$ cat src/sv/step_sequencer_record_player_core_assert.svh
// Assertion macros for the step sequencer core.
// Both expect clk and rst_n in the scope of the use.
`ifndef STEP_SEQUENCER_RECORD_PLAYER_CORE_ASSERT_SVH
`define STEP_SEQUENCER_RECORD_PLAYER_CORE_ASSERT_SVH

// Same-cycle implication.
`define SSRP_ASSERT_IMP(lbl, ante, cons, msg) \
  lbl: assert property (@(posedge clk) disable iff (!rst_n) (ante) |-> (cons)) \
    else $error(msg);

// Next-cycle implication.
`define SSRP_ASSERT_NXT(lbl, ante, cons, msg) \
  lbl: assert property (@(posedge clk) disable iff (!rst_n) (ante) |=> (cons)) \
    else $error(msg);

`endif

$ cat src/sv/ssrp_pkg.sv
`default_nettype none

package ssrp_pkg;

  typedef struct packed {
    logic [3:0] action;
    logic [7:0] key_value;
    logic       voice_muted;
  } ssrp_in_t;

  typedef struct packed {
    logic       note_valid;
    logic [7:0] note_key;
    logic       mute_on;
    logic       mute_off;
    logic [1:0] play_state;
    logic       programming;
  } ssrp_out_t;

  localparam logic [3:0] ACT_TICK      = 4'd0;
  localparam logic [3:0] ACT_START     = 4'd1;
  localparam logic [3:0] ACT_STOP      = 4'd2;
  localparam logic [3:0] ACT_PAUSE     = 4'd3;
  localparam logic [3:0] ACT_CLEAR     = 4'd4;
  localparam logic [3:0] ACT_PROG_BEG  = 4'd5;
  localparam logic [3:0] ACT_PROG_KEY  = 4'd6;
  localparam logic [3:0] ACT_BUMP      = 4'd7;
  localparam logic [3:0] ACT_PROG_END  = 4'd8;

  localparam logic [7:0] TOK_REST   = 8'd253;
  localparam logic [7:0] TOK_UNMUTE = 8'd254;
  localparam logic [7:0] TOK_END    = 8'd255;

  localparam logic [1:0] MODE_OFF    = 2'd0;
  localparam logic [1:0] MODE_ON     = 2'd1;
  localparam logic [1:0] MODE_PAUSED = 2'd2;

  localparam logic [15:0] TPB_RESET = 16'd8680;
  localparam logic [7:0]  TPE_RESET = 8'd128;

  localparam logic REG_TPB = 1'b0;
  localparam logic REG_TPE = 1'b1;

endpackage

`default_nettype wire

$ cat src/sv/ssrp_ram.sv
`default_nettype none

module ssrp_ram #(
  parameter int WIDTH = 8,
  parameter int DEPTH = 64
) (
  input  wire logic                     clk,
  input  wire logic                     we,
  input  wire logic [$clog2(DEPTH)-1:0] waddr,
  input  wire logic [WIDTH-1:0]         wdata,
  input  wire logic                     re,
  input  wire logic [$clog2(DEPTH)-1:0] raddr,
  output logic      [WIDTH-1:0]         rdata
);

  logic [WIDTH-1:0] mem [DEPTH];

  always_ff @(posedge clk) begin
    if (we) begin
      mem[waddr] <= wdata;
    end
    if (re) begin
      rdata <= mem[raddr];
    end
  end

endmodule

`default_nettype wire

$ cat src/sv/step_sequencer_record_player_core.sv
// Channel  | Direction | Handshake            | Beat contents
// in_      | input     | in_valid / in_ready  | ssrp_in_t: action, key, voice muted flag
// out_     | output    | out_valid / out_ready| ssrp_out_t: note, mute commands, status
// cfg_     | input     | cfg_we (no wait)     | index 0 ticks per beat, 1 ticks per event
//
// One beat is taken at a time, only in the idle state; a finished result waits in the
// output register while the next beat is accepted.
// Simple actions go straight to the output step, a tick passes a counting step first, and a
// program key may add a rest, its length and an unmute before the key. Record tokens are read
// through the store's registered read port, and a note or rest token is followed by its beat count.
// Synchronous active-low reset; no clearing pass: entry 0 carries its own written flag.
`default_nettype none

`include "step_sequencer_record_player_core_assert.svh"

module step_sequencer_record_player_core #(
  parameter int SEQ_LEN = 64
) (
  input  wire logic                 clk,
  input  wire logic                 rst_n,
  input  wire logic                 in_valid,
  output logic                      in_ready,
  input  wire ssrp_pkg::ssrp_in_t   in_data,
  output logic                      out_valid,
  input  wire logic                 out_ready,
  output ssrp_pkg::ssrp_out_t       out_data,
  input  wire logic                 cfg_we,
  input  wire logic                 cfg_index,
  input  wire logic [15:0]          cfg_wdata
);

  localparam int AW = $clog2(SEQ_LEN);
  localparam int RW = $clog2(SEQ_LEN + 2);
  localparam logic [RW-1:0] READS_MAX = RW'(SEQ_LEN + 1);
  localparam logic [AW-1:0] LAST_IDX  = AW'(SEQ_LEN - 1);
  localparam logic [7:0]    LEN8      = 8'(SEQ_LEN);
  localparam logic [7:0]    KEY_LIMIT = 8'(SEQ_LEN - 3);

  typedef enum logic [10:0] {
    S_IDLE  = 11'b000_0000_0001,
    S_TICK  = 11'b000_0000_0010,
    S_FETCH = 11'b000_0000_0100,
    S_TOKEN = 11'b000_0000_1000,
    S_LEN   = 11'b000_0001_0000,
    S_CLOSE = 11'b000_0010_0000,
    S_RLEN  = 11'b000_0100_0000,
    S_UNM   = 11'b000_1000_0000,
    S_KEY   = 11'b001_0000_0000,
    S_END   = 11'b010_0000_0000,
    S_DONE  = 11'b100_0000_0000
  } state_t;

  state_t state_r, state_nxt;

  logic [3:0]    act_r, act_nxt;
  logic [7:0]    key_r, key_nxt;
  logic          muted_r, muted_nxt;
  logic [1:0]    mode_r, mode_nxt;
  logic [AW-1:0] ri_r, ri_nxt;
  logic [15:0]   bc_r, bc_nxt;
  logic [7:0]    bl_r, bl_nxt;
  logic          prog_r, prog_nxt;
  logic [7:0]    wi_r, wi_nxt;
  logic [7:0]    nl_r, nl_nxt;
  logic [15:0]   tpb_r, tpb_nxt;
  logic [7:0]    tpe_r, tpe_nxt;
  logic          e0v_r, e0v_nxt;
  logic [RW-1:0] reads_r, reads_nxt;
  logic          ovr_r, ovr_nxt;
  logic          start_chk_r, start_chk_nxt;
  logic          nv_r, nv_nxt;
  logic [7:0]    nkey_r, nkey_nxt;
  logic          mon_r, mon_nxt;
  logic          moff_r, moff_nxt;
  logic          out_valid_r, out_valid_nxt;
  ssrp_pkg::ssrp_out_t out_data_r, out_data_nxt;

  logic          ram_we;
  logic [AW-1:0] ram_waddr;
  logic [7:0]    ram_wdata;
  logic          ram_re;
  logic [AW-1:0] ram_raddr;
  logic [7:0]    ram_rdata;

  logic [7:0]    tok;
  logic [AW-1:0] ri_inc;
  logic [15:0]   tpe_ext;
  logic [15:0]   tick_reload;
  logic [7:0]    bl_dec;
  logic          wr_ok;
  logic          in_acc;

  ssrp_ram #(
    .WIDTH (8),
    .DEPTH (SEQ_LEN)
  ) u_store (
    .clk   (clk),
    .we    (ram_we),
    .waddr (ram_waddr),
    .wdata (ram_wdata),
    .re    (ram_re),
    .raddr (ram_raddr),
    .rdata (ram_rdata)
  );

  assign in_ready  = (state_r == S_IDLE);
  assign in_acc    = in_valid && in_ready;
  assign out_valid = out_valid_r;
  assign out_data  = out_data_r;

  // Entry 0 reads as the end token until it has been written since reset or clear.
  assign tok         = ovr_r ? ssrp_pkg::TOK_END : ram_rdata;
  assign ri_inc      = (ri_r == LAST_IDX) ? '0 : ri_r + AW'(1);
  assign tpe_ext     = {8'd0, tpe_r};
  assign tick_reload = bc_r + tpb_r - tpe_ext;
  assign bl_dec      = bl_r - 8'd1;
  assign wr_ok       = (wi_r < LEN8);

  always_comb begin
    state_nxt     = state_r;
    act_nxt       = act_r;
    key_nxt       = key_r;
    muted_nxt     = muted_r;
    mode_nxt      = mode_r;
    ri_nxt        = ri_r;
    bc_nxt        = bc_r;
    bl_nxt        = bl_r;
    prog_nxt      = prog_r;
    wi_nxt        = wi_r;
    nl_nxt        = nl_r;
    tpb_nxt       = tpb_r;
    tpe_nxt       = tpe_r;
    e0v_nxt       = e0v_r;
    reads_nxt     = reads_r;
    ovr_nxt       = ovr_r;
    start_chk_nxt = start_chk_r;
    nv_nxt        = nv_r;
    nkey_nxt      = nkey_r;
    mon_nxt       = mon_r;
    moff_nxt      = moff_r;
    out_data_nxt  = out_data_r;
    out_valid_nxt = out_valid_r && !out_ready;
    ram_we        = 1'b0;
    ram_waddr     = wi_r[AW-1:0];
    ram_wdata     = '0;
    ram_re        = 1'b0;
    ram_raddr     = ri_r;

    if (cfg_we) begin
      unique case (cfg_index)
        ssrp_pkg::REG_TPB: tpb_nxt = cfg_wdata;
        ssrp_pkg::REG_TPE: tpe_nxt = cfg_wdata[7:0];
        default:           tpe_nxt = tpe_r;
      endcase
    end

    unique case (state_r)
      S_IDLE: begin
        if (in_acc) begin
          act_nxt       = in_data.action;
          key_nxt       = in_data.key_value;
          muted_nxt     = in_data.voice_muted;
          nv_nxt        = 1'b0;
          nkey_nxt      = 8'd0;
          mon_nxt       = 1'b0;
          moff_nxt      = 1'b0;
          start_chk_nxt = 1'b0;
          state_nxt     = S_DONE;
          unique case (in_data.action)
            ssrp_pkg::ACT_TICK: begin
              if (mode_r == ssrp_pkg::MODE_ON) begin
                state_nxt = S_TICK;
              end
            end
            ssrp_pkg::ACT_START: begin
              mode_nxt      = ssrp_pkg::MODE_ON;
              ri_nxt        = '0;
              reads_nxt     = '0;
              start_chk_nxt = 1'b1;
              bc_nxt        = tpb_r;
              state_nxt     = S_FETCH;
            end
            ssrp_pkg::ACT_STOP: begin
              mode_nxt = ssrp_pkg::MODE_OFF;
            end
            ssrp_pkg::ACT_PAUSE: begin
              if (mode_r == ssrp_pkg::MODE_ON) begin
                mode_nxt = ssrp_pkg::MODE_PAUSED;
              end else if (mode_r == ssrp_pkg::MODE_PAUSED) begin
                mode_nxt = ssrp_pkg::MODE_ON;
              end
            end
            ssrp_pkg::ACT_CLEAR: begin
              mode_nxt = ssrp_pkg::MODE_OFF;
              e0v_nxt  = 1'b0;
              tpb_nxt  = ssrp_pkg::TPB_RESET;
            end
            ssrp_pkg::ACT_PROG_BEG: begin
              mode_nxt = ssrp_pkg::MODE_OFF;
              prog_nxt = 1'b1;
              wi_nxt   = 8'd0;
              nl_nxt   = 8'd0;
            end
            ssrp_pkg::ACT_PROG_KEY, ssrp_pkg::ACT_PROG_END: begin
              if (prog_r) begin
                state_nxt = S_CLOSE;
              end
            end
            ssrp_pkg::ACT_BUMP: begin
              if (prog_r) begin
                nl_nxt = nl_r + 8'd1;
              end
            end
            default: state_nxt = S_DONE;
          endcase
        end
      end

      S_TICK: begin
        state_nxt = S_DONE;
        if (bc_r <= tpe_ext) begin
          bc_nxt = tick_reload;
          bl_nxt = bl_dec;
          if (bl_dec == 8'd0) begin
            reads_nxt = '0;
            state_nxt = S_FETCH;
          end
        end else begin
          bc_nxt = bc_r - tpe_ext;
        end
      end

      S_FETCH: begin
        if (reads_r >= READS_MAX) begin
          mode_nxt  = ssrp_pkg::MODE_OFF;
          state_nxt = S_DONE;
        end else begin
          ram_re    = 1'b1;
          ovr_nxt   = (ri_r == '0) && !e0v_r;
          ri_nxt    = ri_inc;
          reads_nxt = reads_r + RW'(1);
          state_nxt = S_TOKEN;
        end
      end

      S_TOKEN: begin
        // The first token of a start is entry 0: a leading rest mutes the voice.
        start_chk_nxt = 1'b0;
        if (start_chk_r && tok == ssrp_pkg::TOK_REST && !muted_r) begin
          mon_nxt = 1'b1;
        end
        if (tok == ssrp_pkg::TOK_UNMUTE) begin
          moff_nxt  = 1'b1;
          state_nxt = S_FETCH;
        end else if (tok == ssrp_pkg::TOK_END) begin
          if (ri_r > AW'(1)) begin
            ri_nxt    = '0;
            state_nxt = S_FETCH;
          end else begin
            mode_nxt  = ssrp_pkg::MODE_OFF;
            state_nxt = S_DONE;
          end
        end else begin
          if (tok != ssrp_pkg::TOK_REST) begin
            nv_nxt   = 1'b1;
            nkey_nxt = tok;
          end
          ram_re    = 1'b1;
          ovr_nxt   = (ri_r == '0) && !e0v_r;
          ri_nxt    = ri_inc;
          state_nxt = S_LEN;
        end
      end

      S_LEN: begin
        bl_nxt    = tok;
        state_nxt = S_DONE;
      end

      S_CLOSE: begin
        state_nxt = (act_r == ssrp_pkg::ACT_PROG_KEY) ? S_KEY : S_END;
        if (wi_r != 8'd0) begin
          ram_we    = wr_ok;
          ram_wdata = nl_r;
          wi_nxt    = wi_r + 8'd1;
        end else if (act_r == ssrp_pkg::ACT_PROG_KEY && nl_r != 8'd0) begin
          // A program that opens with a pause gets a rest and an unmute first.
          ram_we    = wr_ok;
          ram_wdata = ssrp_pkg::TOK_REST;
          wi_nxt    = wi_r + 8'd1;
          state_nxt = S_RLEN;
        end
      end

      S_RLEN: begin
        ram_we    = wr_ok;
        ram_wdata = nl_r;
        wi_nxt    = wi_r + 8'd1;
        state_nxt = S_UNM;
      end

      S_UNM: begin
        ram_we    = wr_ok;
        ram_wdata = ssrp_pkg::TOK_UNMUTE;
        wi_nxt    = wi_r + 8'd1;
        state_nxt = S_KEY;
      end

      S_KEY: begin
        ram_we    = wr_ok;
        state_nxt = S_DONE;
        if (wi_r > KEY_LIMIT) begin
          ram_wdata = ssrp_pkg::TOK_END;
          prog_nxt  = 1'b0;
        end else begin
          ram_wdata = key_r;
          wi_nxt    = wi_r + 8'd1;
          nl_nxt    = 8'd1;
        end
      end

      S_END: begin
        ram_we    = wr_ok;
        ram_wdata = ssrp_pkg::TOK_END;
        prog_nxt  = 1'b0;
        state_nxt = S_DONE;
      end

      S_DONE: begin
        if (!out_valid_r || out_ready) begin
          out_data_nxt.note_valid  = nv_r;
          out_data_nxt.note_key    = nkey_r;
          out_data_nxt.mute_on     = mon_r;
          out_data_nxt.mute_off    = moff_r;
          out_data_nxt.play_state  = mode_r;
          out_data_nxt.programming = prog_r;
          out_valid_nxt            = 1'b1;
          state_nxt                = S_IDLE;
        end
      end

      default: state_nxt = S_IDLE;
    endcase

    if (ram_we && ram_waddr == '0) begin
      e0v_nxt = 1'b1;
    end
  end

  always_ff @(posedge clk) begin
    if (!rst_n) begin
      state_r     <= S_IDLE;
      mode_r      <= ssrp_pkg::MODE_OFF;
      ri_r        <= '0;
      bc_r        <= 16'd0;
      bl_r        <= 8'd0;
      prog_r      <= 1'b0;
      wi_r        <= 8'd0;
      nl_r        <= 8'd0;
      tpb_r       <= ssrp_pkg::TPB_RESET;
      tpe_r       <= ssrp_pkg::TPE_RESET;
      e0v_r       <= 1'b0;
      reads_r     <= '0;
      start_chk_r <= 1'b0;
      out_valid_r <= 1'b0;
    end else begin
      state_r     <= state_nxt;
      mode_r      <= mode_nxt;
      ri_r        <= ri_nxt;
      bc_r        <= bc_nxt;
      bl_r        <= bl_nxt;
      prog_r      <= prog_nxt;
      wi_r        <= wi_nxt;
      nl_r        <= nl_nxt;
      tpb_r       <= tpb_nxt;
      tpe_r       <= tpe_nxt;
      e0v_r       <= e0v_nxt;
      reads_r     <= reads_nxt;
      start_chk_r <= start_chk_nxt;
      out_valid_r <= out_valid_nxt;
    end
  end

  always_ff @(posedge clk) begin
    act_r      <= act_nxt;
    key_r      <= key_nxt;
    muted_r    <= muted_nxt;
    ovr_r      <= ovr_nxt;
    nv_r       <= nv_nxt;
    nkey_r     <= nkey_nxt;
    mon_r      <= mon_nxt;
    moff_r     <= moff_nxt;
    out_data_r <= out_data_nxt;
  end

  `SSRP_ASSERT_IMP(a_write_only_when_programming,
                   ram_we,
                   (state_r == S_CLOSE || state_r == S_RLEN || state_r == S_UNM ||
                    state_r == S_KEY || state_r == S_END) && prog_r,
                   "store written outside a programming step")
  `SSRP_ASSERT_IMP(a_read_walk_bounded, 1'b1, reads_r <= READS_MAX,
                   "record walk read more tokens than the store allows")
  `SSRP_ASSERT_IMP(a_read_index_in_range, 1'b1, ri_r <= LAST_IDX,
                   "read index beyond the store")
  `SSRP_ASSERT_NXT(a_result_loaded,
                   state_r == S_DONE && (!out_valid_r || out_ready),
                   out_valid_r && state_r == S_IDLE,
                   "finished item did not reach the output register")

endmodule

`default_nettype wire
$ cat config.mk
export PLATFORM = sky130hd
export DESIGN_NAME = step_sequencer_record_player_core
export DESIGN_NICKNAME = d
export VERILOG_FILES = /design/src/sv/ssrp_pkg.sv /design/src/sv/ssrp_ram.sv /design/src/sv/step_sequencer_record_player_core.sv
export VERILOG_INCLUDE_DIRS = /design/src /design/src/sv
export SDC_FILE = /design/constraint.sdc
export NUM_CORES = 1
export LEC_CHECK = 0
export BUFFER_PORTS_ARGS = -buffer_cell sky130_fd_sc_hd__buf_4
export CELL_PAD_IN_SITES_DETAIL_PLACEMENT = 1
export CELL_PAD_IN_SITES_GLOBAL_PLACEMENT = 1
export CORE_MARGIN = 4
export CORE_UTILIZATION = 55
export DETAILED_ROUTE_END_ITERATION = 8
export PLACE_DENSITY = 0.92
export RECOVER_POWER = 100
export SYNTH_ARGS = -nofsm -noshare
export SYNTH_HDL_FRONTEND = slang
export SYNTH_SLANG_ARGS = --single-unit
export TNS_END_PERCENT = 10
$ cat constraint.sdc
create_clock -name clk -period 9.4 [get_ports clk]
set_clock_uncertainty 0.2 [all_clocks]
set_input_delay 1.88 -clock clk [delete_from_list [all_inputs] [get_ports clk]]
set_output_delay 1.88 -clock clk [all_outputs]
set_load 0.05 [all_outputs]
; ---- After elaboration in Yosys (flattened, before gate mapping)
; Memory sizes are Yosys's and may differ from the RTL's. A register that Yosys moved wholly into a read port is not among the register bits.
; Index checks and enable logic that the tools add are counted.
[totals]
ramBits = 512
memories = 1
wordCells = 250
register_bits = 133
output_inout_bits = 16
inputBits = 35
[classes]
addsub = 8
order_cmp = 5
n_eq_ne = 50
muxes = 105
reduce_logical = 53
[memory_table]
columns = name, words, width, read_ports, rd_ports_with_merged_regs, wr, line_no
row1 = u_store.mem, 64, 8, 1, 1, 1, ssrp_ram.sv:16  ; logic [WIDTH-1:0] mem [DEPTH];
[ops]
columns = cell, n
row1 = $mux W8, 17
row2 = $mux W16, 8
row3 = $mux W11, 10
row4 = $pmux W11 S9, 1
row5 = $pmux W8 S2, 4
row6 = $mux W6, 7
row7 = $pmux W8 S5, 1
row8 = $mux W7, 5
row9 = $pmux W11 S3, 1
row10 = $pmux W16 S2, 1
row11 = $pmux W8 S4, 1
row12 = $sub A16 B8 Y16, 2
row13 = $mux W10, 3
row14 = $ne A2 B2 Y1 const B, 14
row15 = $mux W1, 27
row16 = $eq A8 B8 Y1 const B, 3
row17 = $pmux W7 S3, 1
row18 = $eq A4 B3 Y1 const B, 5
row19 = $pmux W6 S3, 1
row20 = $add A16 B16 Y16, 1
row21 = $add A8 B1 Y8 const B, 2
row22 = $le A16 B8 Y1, 1
row23 = $reduce_bool A2 Y1, 8
row24 = $reduce_bool A8 Y1, 2
row25 = other kinds (51), 95

; ---- Longest topological paths before layout
[logic_depth]
word_depth = 8
mapped_depth = 14

; ---- By module
; A second synthesis with hierarchy kept.
[hier_totals]
hier_cells = 1933
hier_area_um2 = 28269.6
[modules_own_cells]
columns = module, area_each_um2, seq_area_each_um2, instances, cells_each
row1 = ssrp_ram, 20270.7, 15615.0, 1, 972
row2 = step_sequencer_record_player_core, 7998.9, 3052.9, 1, 961

; ---- Least setup slack after synthesis
; Ideal clock, no wire load.
[synth_path]
path_type = in2reg
from = input port in_data[9] (netlist bit)
to = register reads_r[2]
cell_stages = 10
setup_ns = 0.116
t_required_ns = 9.084
arrival_time_ns = 3.589
path_buffers = 2
slack_ns = 5.495
cell_sequence = clkbuf_1 -> inv_1 -> nor4_1 -> and3_1 -> buf_4 -> or3_2 -> nand2_1 -> a21oi_4 -> o21ai_1 -> a41o_1
[synth_between]
elab_chain_len = 3
[synth_lines]
columns = element, line_no
row1 = start: declaration, step_sequencer_record_player_core.sv:23  ; input wire ssrp_pkg::ssrp_in_t in_data,
row2 = $eq A4 B1 Y1, step_sequencer_record_player_core.sv:169  ; unique case (in_data.action)
row3 = $ne A2 B1 Y1 (no source line), --
row4 = $reduce_and A6 Y1 (no source line), --
row5 = end signal: assignment, step_sequencer_record_player_core.sv:378  ; reads_r <= reads_nxt;
row6 = end: declaration, step_sequencer_record_player_core.sv:68  ; logic [RW-1:0] reads_r, reads_nxt;
; Every way passes these cells.
; A chain may end at the register's enable or synchronous reset.

; ---- Worst setup path after layout
[layout_path]
from = register wi_r[3]
to = memory u_store.mem[1][4] (data pin)
[layout_between]
elab_chain_len = 3
word_cells_on_any_way = 5
cone_classes = order compare (1) / mux (3) / reduce/logical (1)
[layout_lines]
columns = element, line_no
row1 = start: declaration, step_sequencer_record_player_core.sv:63  ; logic [7:0] wi_r, wi_nxt;
row2 = start signal: assignment, step_sequencer_record_player_core.sv:373  ; wi_r <= wi_nxt;
row3 = $gt A8 B6 Y1 / $reduce_bool A8 Y1 (equally long branches), "step_sequencer_record_player_core.sv:312, step_sequencer_record_player_core.sv:282"
row4 = "$mux W8, on equally long branches", "step_sequencer_record_player_core.sv:312, step_sequencer_record_player_core.sv:282"
row5 = $pmux W8 S5 *, step_sequencer_record_player_core.sv:157  ; unique case (state_r)
row6 = named net ram_wdata[4], step_sequencer_record_player_core.sv:80  ; logic [7:0] ram_wdata;
row7 = end: declaration, ssrp_ram.sv:16
; The timed path passes the listed nets; every way through them passes the cells marked *.

==> results.sh <==
export IMPL_status="finished with violations"
export IMPL_violations="max-capacitance violations, max-slew violations"
export IMPL_fmax_ghz=0.154
export IMPL_synth_seq_cells=653
export IMPL_numCtsBuffers=69
export IMPL_start_util_pct=55.9
export IMPL_ios=51
export IMPL_dp_final_hpwl_microns=46200
export IMPL_wl_met2_microns=40400
export IMPL_drt_iter0_markers=2299
export IMPL_nets=1968
export IMPL_ctsHoldBuffers=0
export IMPL_powerDensity_mw_per_mm2=204
export IMPL_hold_violations=0
export IMPL_die_area_sq_mm=0.0547
export IMPL_final_area_sq_mm=0.0313
export IMPL_antenna_cells=0
export IMPL_cap_violations=14
export IMPL_vdd_drop_max_mv=0.217
export IMPL_num_rows=82
export IMPL_worstPathRequired_ns=9.12
export IMPL_drtAntennaViolNets=0
export IMPL_routed_wl_microns=81500
export IMPL_clockRootBuffer="clkbuf_16"
export IMPL_layout_commonest_cell="edfxtp_1"
export IMPL_core_area_sq_mm=0.0503
export IMPL_clock_latency_ns=0.62
export IMPL_path_class="flip-flop to flip-flop"
export IMPL_startpoint_type="flip-flop"
export IMPL_die_y_microns=234
export IMPL_finalCritPeriodShare_pct=69.0
export IMPL_grt_pass1_wl_microns=121000
export IMPL_place_ws_ns=4.65
export IMPL_hold_class="flip-flop to flip-flop"
export IMPL_cts_num_sinks=653
export IMPL_wl_met1_microns=29900
export IMPL_synth_warnings=0
export IMPL_cts_resized=0
export IMPL_final_max_slew_viol_count=651
export IMPL_cp_arrival_ns=6.21
export IMPL_clkTransAtPathRegs_ns=0.07
export IMPL_synthFlopType="edfxtp_1"
export IMPL_place_congestion=0.873
export IMPL_track_usage_pct=30.3
export IMPL_period_needed_ns=6.49
export IMPL_seq_area_frac_synth_pct=66.5
export IMPL_slew_headroom_pct=-140
export IMPL_critPathMaxFanout=64
export IMPL_wl_per_cell_microns=31.3
export IMPL_layout_common_cells="edfxtp_1, nor2_1, mux4_2"
export IMPL_dpl_cell_area_sq_mm=0.0291
export IMPL_setup_viol=0
export IMPL_port_buffers=50
export IMPL_drive_gt1_share_pct=17.1
export IMPL_clk_path_buf_depth=3
export IMPL_syn_area_per_cell_sq_um=15.3
export IMPL_drc=0
export IMPL_setup_tns_final_ns=0
export IMPL_area_delta_synth_final_pct=11.6
export IMPL_rsz0062_at_grt="no"
export IMPL_cts_tree="built"
export IMPL_synth_edf_count=559
export IMPL_vias=17600
export IMPL_synthArstFlopShare_pct=0
export IMPL_grt_pass1_vias=18300
export IMPL_syn_nets=1918
export IMPL_grt_start_max_net_pins=81
export IMPL_synth_area_sq_mm=0.0281
export IMPL_leakagePower_nw=9.07
export IMPL_post_cts_buffers=0
export IMPL_fp_dieW_microns=234
export IMPL_synth_cells=1830
export IMPL_total_power_mw=6.39
export IMPL_tightest_slew_ns=3.60
export IMPL_grt_antenna_before_repair=0
export IMPL_utilization_pct=62.3
export IMPL_cts_htree_levels=3
export IMPL_viasPerCell=6.74
export IMPL_end_kind="flip-flop"
export IMPL_overflow=0
export IMPL_post_route_worst_setup_slack_ns=2.91
export IMPL_dr_pass1_iters=5
export IMPL_synth_cell_types=84
export IMPL_route_met3_wl_microns=7370
export IMPL_highest_layer="met4"
[report_power, final]
group	switching [mW]	leakage, nW	internal (mW)	total (mW)
Clock	1.23	1.18	1.71	2.94
Combinational	0.195	2.96	0.0987	0.293
Sequential	0.0232	4.93	3.13	3.16
Total	1.45	9.07	4.95	6.39
[routing by layer]
layer,track usage (%),vias up
li1,-,7172
met1,39.9,8968
met2,50.5,1167
met3,5.95,270
met4,12.0,0
met5,0,-
[flip-flops by register name, indices dropped and copies added (netlist names), 4 cells and up]
signal,cells
act_r,4
bc_r,16
bl_r,8
key_r,8
nkey_r,8
nl_r,8
out_data,14
ram_raddr,6
reads_r,7
state_r,11
tpb_r,16
tpe_r,8
u_store.mem,512
u_store.rdata,8
wi_r,8
[stage by stage]
stage               hold slack, ns  cells
floorplan                    0.200   1830
global placement             0.204   2481
detailed placement           0.208   2481
CTS                          0.224   2609
global route                 0.229   2609
finish                       0.220   2609
[area by class of cell]
| type | instances | area, sq um |
|---|---|---|
| Fill cell | 4561 | 18900 |
| Sequential cell | 653 | 18700 |
| Multi-Input combinational cell | 1000 | 8710 |
| Clock buffer | 76 | 1810 |
| Tap cell | 672 | 841 |
| Clock inverter | 52 | 608 |
| Timing Repair Buffer | 67 | 373 |
| Inverter | 89 | 335 |
[final timing paths]
check	cells after the start	end	from	slack [ns]
max	7	u_store.mem[1][4]$_DFFE_PP_	wi_r[3]$_SDFFE_PN0P_	2.91
min	0	out_data[12]$_DFFE_PP_	nkey_r[7]$_SDFFCE_PN0P_	0.22
max reg2reg	7	u_store.mem[1][4]$_DFFE_PP_	wi_r[3]$_SDFFE_PN0P_	2.91
min reg2reg	0	out_data[12]$_DFFE_PP_	nkey_r[7]$_SDFFCE_PN0P_	0.22
[worst max-delay path, stage by stage, from the launching register on]
cell and delay [ns]:
dfxtp_1 0.48, or3_1 0.62, nor4bb_1 0.99, nand2_1 0.28, nor3_1 0.37, nor2_1 0.25
nand3_2 0.11, clkbuf_1 2.33
[synth_stat cells (5+ instances only)]
cell / instances / area share (%)
nor2_1: 175 / 2.3
nor3b_1: 6 / 0.16
fa_1: 9 / 0.64
ha_1: 44 / 2.0
buf_1: 15 / 0.20
o31ai_1: 7 / 0.19
nand4_1: 14 / 0.31
nor2b_1: 17 / 0.38
edfxtp_1: 559 / 60
or3_1: 19 / 0.42
clkbuf_1: 60 / 0.80
a31oi_1: 15 / 0.33
nor4_1: 9 / 0.20
a211oi_1: 19 / 0.51
nand3b_1: 6 / 0.16
o21ai_0: 48 / 0.86
a21oi_1: 67 / 1.2
dfxtp_1: 94 / 6.7
mux2i_1: 13 / 0.46
mux4_2: 160 / 13
o21ai_1: 5 / 0.089
a21o_1: 10 / 0.27
nand3_1: 33 / 0.59
o211ai_1: 15 / 0.40
or2_2: 6 / 0.13
nand2b_1: 16 / 0.36
xor2_1: 15 / 0.47
buf_2: 11 / 0.20
nand4b_1: 6 / 0.19
nor3_1: 30 / 0.53
and3_1: 8 / 0.18
inv_1: 88 / 1.2
xnor2_1: 31 / 0.97
nand2_1: 125 / 1.7
[logic make-up (layout without fill, tap and decap cells)]
logic type | count (synthesis) | in the layout | share of synthesized area (%)
adders and majority gates | 53 | 53 | 2.60
DFF | 653 | 653 | 66.5
buffers and inverters | 177 | 284 | 2.46
muxes | 173 | 173 | 13.3
AOI/OAI and AO/OA | 231 | 231 | 5.26
xor gates and xnor gates | 46 | 46 | 1.43
and+or+nand+nor | 497 | 497 | 8.48
(Power assumes the default switching activity.)
